File: src/rtl/accel_idle_detector_defines.svh
// Assertion macros shared by the idle detector RTL.
`ifndef ACCEL_IDLE_DETECTOR_DEFINES_SVH
`define ACCEL_IDLE_DETECTOR_DEFINES_SVH
`ifndef ASSERT_OFF
`define AID_ASSERT(lbl, clk, rst_n, prop) \
	lbl: assert property (@(posedge clk) disable iff (!rst_n) prop) else $error("%m failed");
`define AID_ASSERT_ALWAYS(lbl, clk, prop) \
	lbl: assert property (@(posedge clk) prop) else $error("%m failed");
`else
`define AID_ASSERT(lbl, clk, rst_n, prop)
`define AID_ASSERT_ALWAYS(lbl, clk, prop)
`endif
`endif

File: src/rtl/aid_pkg.sv
// Types and constants shared by the accelerometer idle detector.
package aid_pkg;

	localparam int SAMPLE_W   = 16;
	localparam int THRESH_W   = 16;
	localparam int NEED_W     = 24;
	localparam int CFG_DATA_W = 24;
	localparam int CFG_IDX_W  = 2;

	localparam logic [CFG_IDX_W-1:0] CFG_DELTA_THRESHOLD = 2'd0;
	localparam logic [CFG_IDX_W-1:0] CFG_QUIET_NEEDED    = 2'd1;

	localparam logic [THRESH_W-1:0] THRESH_RESET = 16'd32;
	localparam logic [NEED_W-1:0]   NEED_RESET   = 24'd100;

	typedef struct packed {
		logic signed [SAMPLE_W-1:0] accel_x;
		logic signed [SAMPLE_W-1:0] accel_y;
		logic signed [SAMPLE_W-1:0] accel_z;
	} sample_t;

	typedef struct packed {
		logic is_idle;
		logic toggled;
	} result_t;

endpackage

File: src/rtl/aid_delta.sv
// Absolute change of one axis against the stored sample, compared with the threshold.
module aid_delta (
	input  logic signed [aid_pkg::SAMPLE_W-1:0] cur,
	input  logic signed [aid_pkg::SAMPLE_W-1:0] prev,
	input  logic        [aid_pkg::THRESH_W-1:0] threshold,
	output logic                                 calm
);

	logic signed [aid_pkg::SAMPLE_W:0] diff;
	logic        [aid_pkg::SAMPLE_W:0] mag;

	always_comb begin
		diff = {cur[aid_pkg::SAMPLE_W-1], cur} - {prev[aid_pkg::SAMPLE_W-1], prev};
		mag  = diff[aid_pkg::SAMPLE_W] ? ((aid_pkg::SAMPLE_W+1)'(0) - diff) : diff;
		// The magnitude never exceeds 65535, so the top bit is always clear here.
		calm = (mag[aid_pkg::SAMPLE_W-1:0] <= threshold);
	end

endmodule

File: src/rtl/aid_state.sv
// Previous sample, quiet counter and active/idle state, updated once per transaction.
`include "accel_idle_detector_defines.svh"

module aid_state #(
	parameter int COUNT_BITS = 24
) (
	input  logic                          clk,
	input  logic                          arst_n,
	input  logic                          adv,
	input  aid_pkg::sample_t              sample_s1,
	input  logic                          quiet,
	input  logic [aid_pkg::NEED_W-1:0]    needed,
	output aid_pkg::sample_t              prev,
	output aid_pkg::result_t              result_d
);

	localparam int CMP_W = (COUNT_BITS > aid_pkg::NEED_W) ? COUNT_BITS : aid_pkg::NEED_W;

	aid_pkg::sample_t        prev_q;
	logic                    have_prev_q;
	logic [COUNT_BITS-1:0]   count_q;
	logic [COUNT_BITS-1:0]   count_d;
	logic                    idle_q;
	logic                    idle_d;
	logic                    changed;
	logic [CMP_W-1:0]        need_ext;

	assign prev     = prev_q;
	assign need_ext = CMP_W'(needed);

	always_comb begin
		count_d = count_q;
		idle_d  = idle_q;
		changed = 1'b0;
		if (have_prev_q) begin
			if (!quiet) begin
				count_d = '0;
				if (idle_q) begin
					idle_d  = 1'b0;
					changed = 1'b1;
				end
			end else begin
				// The counter stops at the target and at its own largest value.
				if ((CMP_W'(count_q) < need_ext) && !(&count_q)) begin
					count_d = count_q + 1'b1;
				end
				if (!idle_q && (CMP_W'(count_d) == need_ext)) begin
					idle_d  = 1'b1;
					changed = 1'b1;
				end
			end
		end
		result_d.is_idle = idle_d;
		result_d.toggled = changed;
	end

	always_ff @(posedge clk or negedge arst_n) begin
		if (!arst_n) begin
			have_prev_q <= 1'b0;
			count_q     <= '0;
			idle_q      <= 1'b0;
		end else if (adv) begin
			have_prev_q <= 1'b1;
			count_q     <= count_d;
			idle_q      <= idle_d;
		end
	end

	always_ff @(posedge clk) begin
		if (adv) begin
			prev_q <= sample_s1;
		end
	end

	`AID_ASSERT(a_hold_without_transaction, clk, arst_n, !adv |=> $stable(count_q) && $stable(idle_q))
	`AID_ASSERT(a_motion_clears, clk, arst_n, adv && have_prev_q && !quiet |=> count_q == '0 && !idle_q)
	`AID_ASSERT(a_first_sample_keeps, clk, arst_n, adv && !have_prev_q |=> count_q == $past(count_q) && idle_q == $past(idle_q))

endmodule

File: src/rtl/accel_idle_detector.sv
// Top level of the accelerometer idle detector: channels, configuration registers, pipeline.
// One sample is accepted per clock unless the input is stalled; its result is presented on
// the result port through an input register and a result register. The quiet counter
// and active/idle state are updated as the sample moves from one to the other, which
// gives a sustained rate of one transaction per clock while the result is not stalled.
// The input stalls only while both registers are full and the result is stalled. The
// first sample after reset is only stored. Configuration writes are taken at once
// (cfg_ready is always high) and apply from the next sample.
`include "accel_idle_detector_defines.svh"

module accel_idle_detector #(
	parameter int COUNT_BITS = 24
) (
	input  logic                               clk,
	input  logic                               arst_n,
	input  logic                               sample_valid,
	output logic                               sample_stall,
	input  aid_pkg::sample_t                   sample,
	output logic                               result_valid,
	input  logic                               result_stall,
	output aid_pkg::result_t                   result,
	input  logic                               cfg_valid,
	output logic                               cfg_ready,
	input  logic [aid_pkg::CFG_IDX_W-1:0]      cfg_index,
	input  logic [aid_pkg::CFG_DATA_W-1:0]     cfg_data
);

	logic                            valid_s1;
	aid_pkg::sample_t                sample_s1;
	logic                            valid_s2;
	aid_pkg::result_t                result_s2;
	aid_pkg::result_t                result_d;
	aid_pkg::sample_t                prev;
	logic [aid_pkg::THRESH_W-1:0]    thresh_q;
	logic [aid_pkg::NEED_W-1:0]      needed_q;
	logic                            out_free;
	logic                            adv;
	logic                            accept;
	logic                            quiet;
	logic                            calm_x;
	logic                            calm_y;
	logic                            calm_z;

	assign out_free     = !valid_s2 || !result_stall;
	assign adv          = valid_s1 && out_free;
	assign sample_stall = valid_s1 && !out_free;
	assign accept       = sample_valid && !sample_stall;
	assign result_valid = valid_s2;
	assign result       = result_s2;
	assign cfg_ready    = 1'b1;
	assign quiet        = calm_x && calm_y && calm_z;

	always_ff @(posedge clk or negedge arst_n) begin
		if (!arst_n) begin
			thresh_q <= aid_pkg::THRESH_RESET;
			needed_q <= aid_pkg::NEED_RESET;
		end else if (cfg_valid) begin
			unique case (cfg_index)
				aid_pkg::CFG_DELTA_THRESHOLD: thresh_q <= cfg_data[aid_pkg::THRESH_W-1:0];
				aid_pkg::CFG_QUIET_NEEDED:    needed_q <= cfg_data[aid_pkg::NEED_W-1:0];
				default: begin
				end
			endcase
		end
	end

	always_ff @(posedge clk or negedge arst_n) begin
		if (!arst_n) begin
			valid_s1 <= 1'b0;
			valid_s2 <= 1'b0;
		end else begin
			valid_s1 <= accept || (valid_s1 && !adv);
			if (out_free) begin
				valid_s2 <= valid_s1;
			end
		end
	end

	always_ff @(posedge clk) begin
		if (accept) begin
			sample_s1 <= sample;
		end
		if (adv) begin
			result_s2 <= result_d;
		end
	end

	aid_delta u_delta_x (
		.cur       (sample_s1.accel_x),
		.prev      (prev.accel_x),
		.threshold (thresh_q),
		.calm      (calm_x)
	);

	aid_delta u_delta_y (
		.cur       (sample_s1.accel_y),
		.prev      (prev.accel_y),
		.threshold (thresh_q),
		.calm      (calm_y)
	);

	aid_delta u_delta_z (
		.cur       (sample_s1.accel_z),
		.prev      (prev.accel_z),
		.threshold (thresh_q),
		.calm      (calm_z)
	);

	aid_state #(
		.COUNT_BITS (COUNT_BITS)
	) u_state (
		.clk       (clk),
		.arst_n    (arst_n),
		.adv       (adv),
		.sample_s1 (sample_s1),
		.quiet     (quiet),
		.needed    (needed_q),
		.prev      (prev),
		.result_d  (result_d)
	);

	`AID_ASSERT(a_stall_only_when_full, clk, arst_n, sample_stall |-> valid_s1 && valid_s2)
	`AID_ASSERT(a_result_follows_stage, clk, arst_n, adv |=> valid_s2)
	`AID_ASSERT_ALWAYS(a_reset_empty, clk, !arst_n |=> !valid_s1 && !valid_s2)

endmodule

File: config.mk
export PLATFORM = sky130hd
export DESIGN_NAME = accel_idle_detector
export DESIGN_NICKNAME = d
export VERILOG_FILES = /design/src/rtl/aid_pkg.sv /design/src/rtl/aid_delta.sv /design/src/rtl/aid_state.sv /design/src/rtl/accel_idle_detector.sv
export VERILOG_INCLUDE_DIRS = /design/src /design/src/rtl
export SDC_FILE = /design/constraint.sdc
export NUM_CORES = 1
export LEC_CHECK = 0
export ABC_AREA = 1
export BUFFER_PORTS_ARGS = -buffer_cell sky130_fd_sc_hd__buf_4
export CORE_MARGIN = 5
export CORE_UTILIZATION = 50
export CTS_CLUSTER_DIAMETER = 100
export DETAILED_ROUTE_END_ITERATION = 8
export PLACE_DENSITY = 0.65
export SLEW_MARGIN = 20
export SYNTH_ARGS = -nofsm -noshare
export SYNTH_HDL_FRONTEND = slang
export SYNTH_SLANG_ARGS = --single-unit
File: constraint.sdc
create_clock -name clk -period 5.6 [get_ports clk]
set_input_delay 0.56 -clock clk [delete_from_list [all_inputs] [get_ports clk]]
set_output_delay 0.56 -clock clk [all_outputs]
set_load 0.01 [all_outputs]
* Word level (Yosys, flattened, before mapping)
Cells that the tools add are included.
** Storage, ports and cells
- Flip-flop bits (word level) :: 166
- Input port bits :: 79
- Output and inout bits :: 5
** Cells by class
- Add/subtract/negate cells :: 7
- Order comparisons :: 4
- Equality and inequality tests :: 2
- Muxes and demuxes :: 13
- Reduce and logical (&&, ||, !) cells :: 22
** Operator list (count)
- 24-bit two-way mux :: 4
- 16-bit by 16-bit subtractor with 17-bit output :: 3
- 16-bit less-or-equal comparator :: 3
- 16-bit two-way mux :: 3
- 1-bit by 16-bit subtractor with 16-bit output, first input constant :: 3
- 24-bit by 1-bit adder with 24-bit output, second input constant :: 1
- 24-bit == test :: 1
- 24-bit < comparator :: 1
- 24-bit AND reduction :: 1
- 1-bit logical AND :: 8
- 1-bit logical NOT :: 7
- 1-bit two-way mux :: 6
- 2-bit AND reduction :: 3
- 2-bit by 1-bit == test with 1-bit output, second input constant :: 1
- 2-bit logical NOT :: 1
- 1-bit logical OR :: 2

* Logic depth before layout (Yosys ltp)
- Depth in word-level cells :: 13
- Mapped depth :: 32
- Gate-level depth less buffers :: 31

* Cells and area by module
A second synthesis with hierarchy kept.
** Unflattened totals
- Cells, all modules :: 1850
- Area, all modules :: 13559.3 sq um
** Modules (own cells, without submodules)
- aid_state :: instances 1, cells each 531, area each 4466.8 sq um
- aid_delta (u_delta_x ...) :: instances 2, cells each 366, area each 1953.1 sq um
- accel_idle_detector :: instances 1, cells each 244, area each 3296.9 sq um
- aid_delta (u_delta_y) :: instances 1, cells each 343, area each 1889.3 sq um

* Worst setup path before layout
No wires, ideal clock.
- Kind :: register to register
- Start point :: register sample_s1[0] (netlist name)
- End point :: register u_state.count_q[12]
- Library setup time :: 0.083 ns
- Arrival :: 4.324 ns
- Slack :: 1.193 ns
- Stages on the path, launching flop included :: 32
- Path buffers :: 2
- Path through :: edfxtp_1 > inv_1 > ha_1 > fa_1 > nand3b_1 > nand2_1 > nand2_1 > o211ai_1 > a21boi_1 > o21ai_0 > nand2_1 > nand3_1 > nand2_1 > nand2_1 > inv_1 > buf_2 > nand2_1 > xnor2_1 > inv_1 > ha_1 > nand2_1 > nor2_1 > a211oi_1 > o2111ai_1 > nand2_1 > nand2_1 > nor2_1 > inv_1 > nor2_1 > inv_1 > clkbuf_1 > o22ai_1
** On the way
- Cells in the longest elaborated chain, start to end :: 6
** RTL lines
- 16-bit by 16-bit subtractor with 17-bit output (*) :: RTL line aid_delta.sv:13 : diff = {cur[aid_pkg::SAMPLE_W-1], cur} - {prev[aid_pkg::SAMPLE_W-1], prev};
- 1-bit by 16-bit subtractor with 16-bit output :: RTL line aid_delta.sv:14 : mag = diff[aid_pkg::SAMPLE_W] ? ((aid_pkg::SAMPLE_W+1)'(0) - diff) : diff;
- 16-bit two-way mux (*) :: RTL line aid_delta.sv:14
- 16-bit less-or-equal comparator (*) :: RTL line aid_delta.sv:16 : calm = (mag[aid_pkg::SAMPLE_W-1:0] <= threshold);
- 1-bit logical AND (*) :: RTL line accel_idle_detector.sv:51 : assign quiet = calm_x && calm_y && calm_z;
- 24-bit two-way mux (*) :: RTL line aid_state.sv:36 : if (!quiet) begin
- end signal, assigned :: RTL line aid_state.sv:64 : count_q <= count_d;
- end, declared :: RTL line aid_state.sv:21 : logic [COUNT_BITS-1:0] count_q;
Mark *: on every way between the ends. The rest lies on a longest branch, timed or not.
A chain may end at the register's enable or synchronous reset.

* Final worst setup path
- Start point :: register sample_s1[0] (netlist name)
- End point :: register u_state.count_q[19]
** On the way
- Cells in the longest elaborated chain, start to end :: 6
** RTL lines (RTL line)
- 16-bit by 16-bit subtractor with 17-bit output (*) :: aid_delta.sv:13
- 1-bit by 16-bit subtractor with 16-bit output :: aid_delta.sv:14
- 16-bit two-way mux (*) :: aid_delta.sv:14
- 16-bit less-or-equal comparator (*) :: aid_delta.sv:16
- 1-bit logical AND (*) :: accel_idle_detector.sv:51
- 24-bit two-way mux (*) :: aid_state.sv:36
Marks and branches as above.

==> run_results.csv <==
group,metric,value,unit
sta,period_utilization_post_route,87.7,%
clock_tree,root_buffer,"sky130_fd_sc_hd__clkbuf_16",
critical_path,critPathRequiredTime,5.96,ns
yosys,ys_seq_elements,166,
clock_tree,clk_pin_slew_worst_paths,0.08,ns
placed_design,dpl_worst_slack,0.548,ns
sta,slew-limit-headroom,31.2,%
flow_run,maxCapViolCount,0,
cells_and_area,multiInputGateArea,6390,um2
yosys,synth.yosys.seq_area_share,38.5,%
outcome,run_status,"finished, final reports clean",
power_and_ir_drop,switching_share,37.6,%
detailed_routing,drt-vias-per-instance,5.11,
detailed_routing,vias,9894,
critical_path,arrival,5.27,ns
worst_hold_path,hp-class,"input pin to asynchronous set/reset pin",
grt,grt_antenna_before_repair,0,
critical_path,cell_mode_on_critical_path,"sky130_fd_sc_hd__nand2_1",
floorplanning,die_y,165,um
power_and_ir_drop,power.leakage,6.71,nW
grt,first_global_vias,9585,
yosys,synth_simple_gate_area_share,23.4,%
clock_tree,htree_num_levels,4,
critical_path,worstPathMaxFanout,12,
placed_design,io_buffer_count,82,
sta,post-route-min-period,4.91,ns
sta,max_freq,204,MHz
critical_path,criticalPathCategory,"flop to flop",
sta,setup_viol,0,
detailed_routing,drc,0,
sta,tightest_slew,1.03,ns
grt,grt_pass1_wl,45400,um
yosys,synthArstFlopShare,41.0,%
floorplanning,io_pins,84,
floorplanning,start_util,51.1,%
floorplanning,die_area,27300,um2
clock_tree,clkLatencyLatePin,0.45,ns
detailed_routing,drt_pass1_iterations,5,
floorplanning,design.core.area,23600,um2
floorplanning,dieWidth,165,um
clock_tree,tritoncts.num_buffers,17,
sta,setup_slack,0.691,ns
cells_and_area,layout-area-overhead-vs-synth,13.2,%
yosys,yosys.area_share.adder,13.3,%
yosys,synth_area_in_compound_gates,9.26,%
power_and_ir_drop,share_clk_of_total_power,27.8,%
yosys,syn-cell-area,12100,um2
critical_path,critPathSlowestCell,"sky130_fd_sc_hd__fa_1",
yosys,syn_avg_cell_area,7.98,um2
cells_and_area,num-fill-cells,2227,
yosys,number_of_enable_flip_flop_cells_after_synthesis,98,
critical_path,crit_path_max_incr_delay,0.39,ns
detailed_routing,drtAntennaViolNets,0,
detailed_routing,finalWirelength,27300,um
yosys,yosys.cell_types.count,52,
power_and_ir_drop,combinationalPowerShare,38.0,%
power_and_ir_drop,ir_worst_vdd,0.000219,V
yosys,postSynthCellCount,1513,
yosys,synth_mux_area_share,0.0830,%
yosys,syn_nets,1718,
sta,final_hold_viol_count,0,
detailed_routing,drt_first_iter_violations,577,
sta,grt_setup_unrepaired,"false",
sta,maxSlewViolCount,0,
sta,hold_ws,0.223,ns
critical_path,ff2ff_path_depth,30,
sta,timing.clock.skew,0.0175,ns
critical_path,critical_path_capture_point_type,"flop",
cells_and_area,final_layout_size_suffix_gt1_share,9.47,%
placed_design,post-dp-hpwl,21000,um
clock_tree,clock_sinks,166,
power_and_ir_drop,power_report.internal_total,2.73,mW
sta,fin_tns_setup,0,ns
clock_tree,tritoncts,"yes",
yosys,synth_top_family_by_area,"simple AND/OR/NAND/NOR gates",
power_and_ir_drop,power_density,321,nW/um2
yosys,synth_warnings,0,
critical_path,setup_crit_start_kind,"flop",
cells_and_area,regArea,4650,um2
cells_and_area,nNetsFinal,1808,
grt,grtUsageTotal,20.7,%
grt,grt_overflow,0,
power_and_ir_drop,seq_power_share,34.2,%
placed_design,gp_routability_congestion,0.934,
power_and_ir_drop,netSwitchingPower,1.65,mW
clock_tree,cts.path.max_buffers,2,
grt,grt_start_max_net_pins,69,
cells_and_area,count_of_antenna_diodes_in_the_layout,0,
detailed_routing,wl_per_cell,14.1,um
yosys,synth_top_flop_cell,"sky130_fd_sc_hd__edfxtp_1",
yosys,yosys.area_share.xor_xnor,6.84,%
floorplanning,placement_rows,56,
## cells in the mapped netlist, types with 7 or more instances
cell type | number | share of area, %
sky130_fd_sc_hd__xnor2_1 | 20 | 1.5
sky130_fd_sc_hd__xor2_1 | 69 | 5.0
sky130_fd_sc_hd__a21oi_1 | 80 | 3.3
sky130_fd_sc_hd__nand4_1 | 37 | 1.9
sky130_fd_sc_hd__nand2_1 | 393 | 12
sky130_fd_sc_hd__inv_1 | 244 | 7.6
sky130_fd_sc_hd__dfrtp_1 | 64 | 13
sky130_fd_sc_hd__clkbuf_1 | 11 | 0.34
sky130_fd_sc_hd__edfxtp_1 | 98 | 24
sky130_fd_sc_hd__nand3b_1 | 7 | 0.44
sky130_fd_sc_hd__nand3_1 | 69 | 2.9
sky130_fd_sc_hd__o21ai_0 | 56 | 2.3
sky130_fd_sc_hd__nor2_1 | 114 | 3.5
sky130_fd_sc_hd__nand2_2 | 10 | 0.52
sky130_fd_sc_hd__nor3_1 | 25 | 1.0
sky130_fd_sc_hd__ha_1 | 123 | 13
sky130_fd_sc_hd__o21bai_1 | 7 | 0.44
sky130_fd_sc_hd__o22ai_1 | 15 | 0.78
## routing by layer
layer	global-route usage (%)	wire length [um]
met5	0	0
met4	5.47	442
met3	3.25	1290
met2	35.6	13200
met1	27.2	12400
## placed cells by master (no fill, tap or decap), drive strengths merged, types with 3 or more instances in the layout
| master | instances |
|---|---|
| o21ai | 57 |
| nand3b | 7 |
| a21boi | 6 |
| o221ai | 3 |
| o31ai | 3 |
| buf | 91 |
| clkinv | 8 |
| dfrtp | 64 |
| nor2 | 116 |
| o21a | 6 |
| fa | 3 |
| o2111ai | 3 |
| a21oi | 81 |
| ha | 123 |
| edfxtp | 98 |
| o21bai | 7 |
| xnor2 | 20 |
| dfstp | 4 |
| a21o | 6 |
| nand4 | 37 |
| nand3 | 72 |
| clkbuf | 17 |
| o22ai | 15 |
| nor3 | 26 |
| inv | 253 |
| nand2 | 403 |
| xor2 | 69 |
## logic make-up after synthesis
group / after synthesis
other: 1
AOI/OAI and AO/OA: 194
xor gates and xnor gates: 91
muxes: 1
and+or+nand+nor: 666
DFF: 166
adders and majority gates: 126
buffers and inverters: 268
## metrics by stage
step	cells	util [%]	cell area [um2]	power, mW
floorplan	1513	-	12100	2.77
global placement	1900	55.2	13000	3.12
detailed placement	1900	55.2	13000	3.17
CTS	1932	57.7	13600	4.41
global route	1935	57.9	13700	4.72
finish	1935	57.9	13700	4.38
## worst max-delay path: cells and delay by family (launching register included)
kind,cells,cell delay [ns]
adder cells (fa/ha/maj),3,0.89
flip-flops,1,0.35
buffers and inverters,7,0.99
XOR/XNOR,1,0.15
AND/OR/NAND/NOR,13,1.34
AO/OA/AOI/OAI,6,1.10
## path summary, 6_finish.rpt
path / from / to / slack, ns
worst max-delay path: sample_s1[0] / u_state.count_q[19] / 0.69
worst min-delay path: arst_n / needed_q[18] / 0.22
worst max register to register: sample_s1[0] / u_state.count_q[19] / 0.69
worst min register to register: sample_s1[41] / u_state.prev[41] / 0.46
max in group asynchronous: arst_n / thresh_q[2] / 4.74
min in group clk: sample[3] / sample_s1[3] / 0.28
## cell type report
cell class / count / share of cell area [%]
clock buffer: 17 / 3.11
clock inverter: 15 / 1.32
inverter: 248 / 6.84
multi-input combinational: 1079 / 46.8
sequential: 166 / 34.0
tap: 319 / 2.92
timing repair buffer: 91 / 5.00
## power groups by stage
stage	sequential, mW	combinational (mW)	clock, mW
floorplan	1.51	1.26	0
global placement	1.52	1.60	0
detailed placement	1.52	1.65	0
CTS	1.50	1.67	1.24
global route	1.51	1.92	1.29
finish	1.50	1.67	1.22
## state kept, by name (all words and copies together) (netlist names)
name and cells:
needed_q 24, result 2, result_valid 1, sample_s1 48, thresh_q 16, u_state.count_q 24, u_state.have_prev_q 1, u_state.idle_q 1
u_state.prev 48, valid_s1 1
## what timing repair did
item                       in CTS  in global routing
hold buffers                    0                  0
setup endpoints to repair       0                 17
gates resized for setup         0                  3
setup buffers                   0                  3
(Power assumes the default switching activity.)
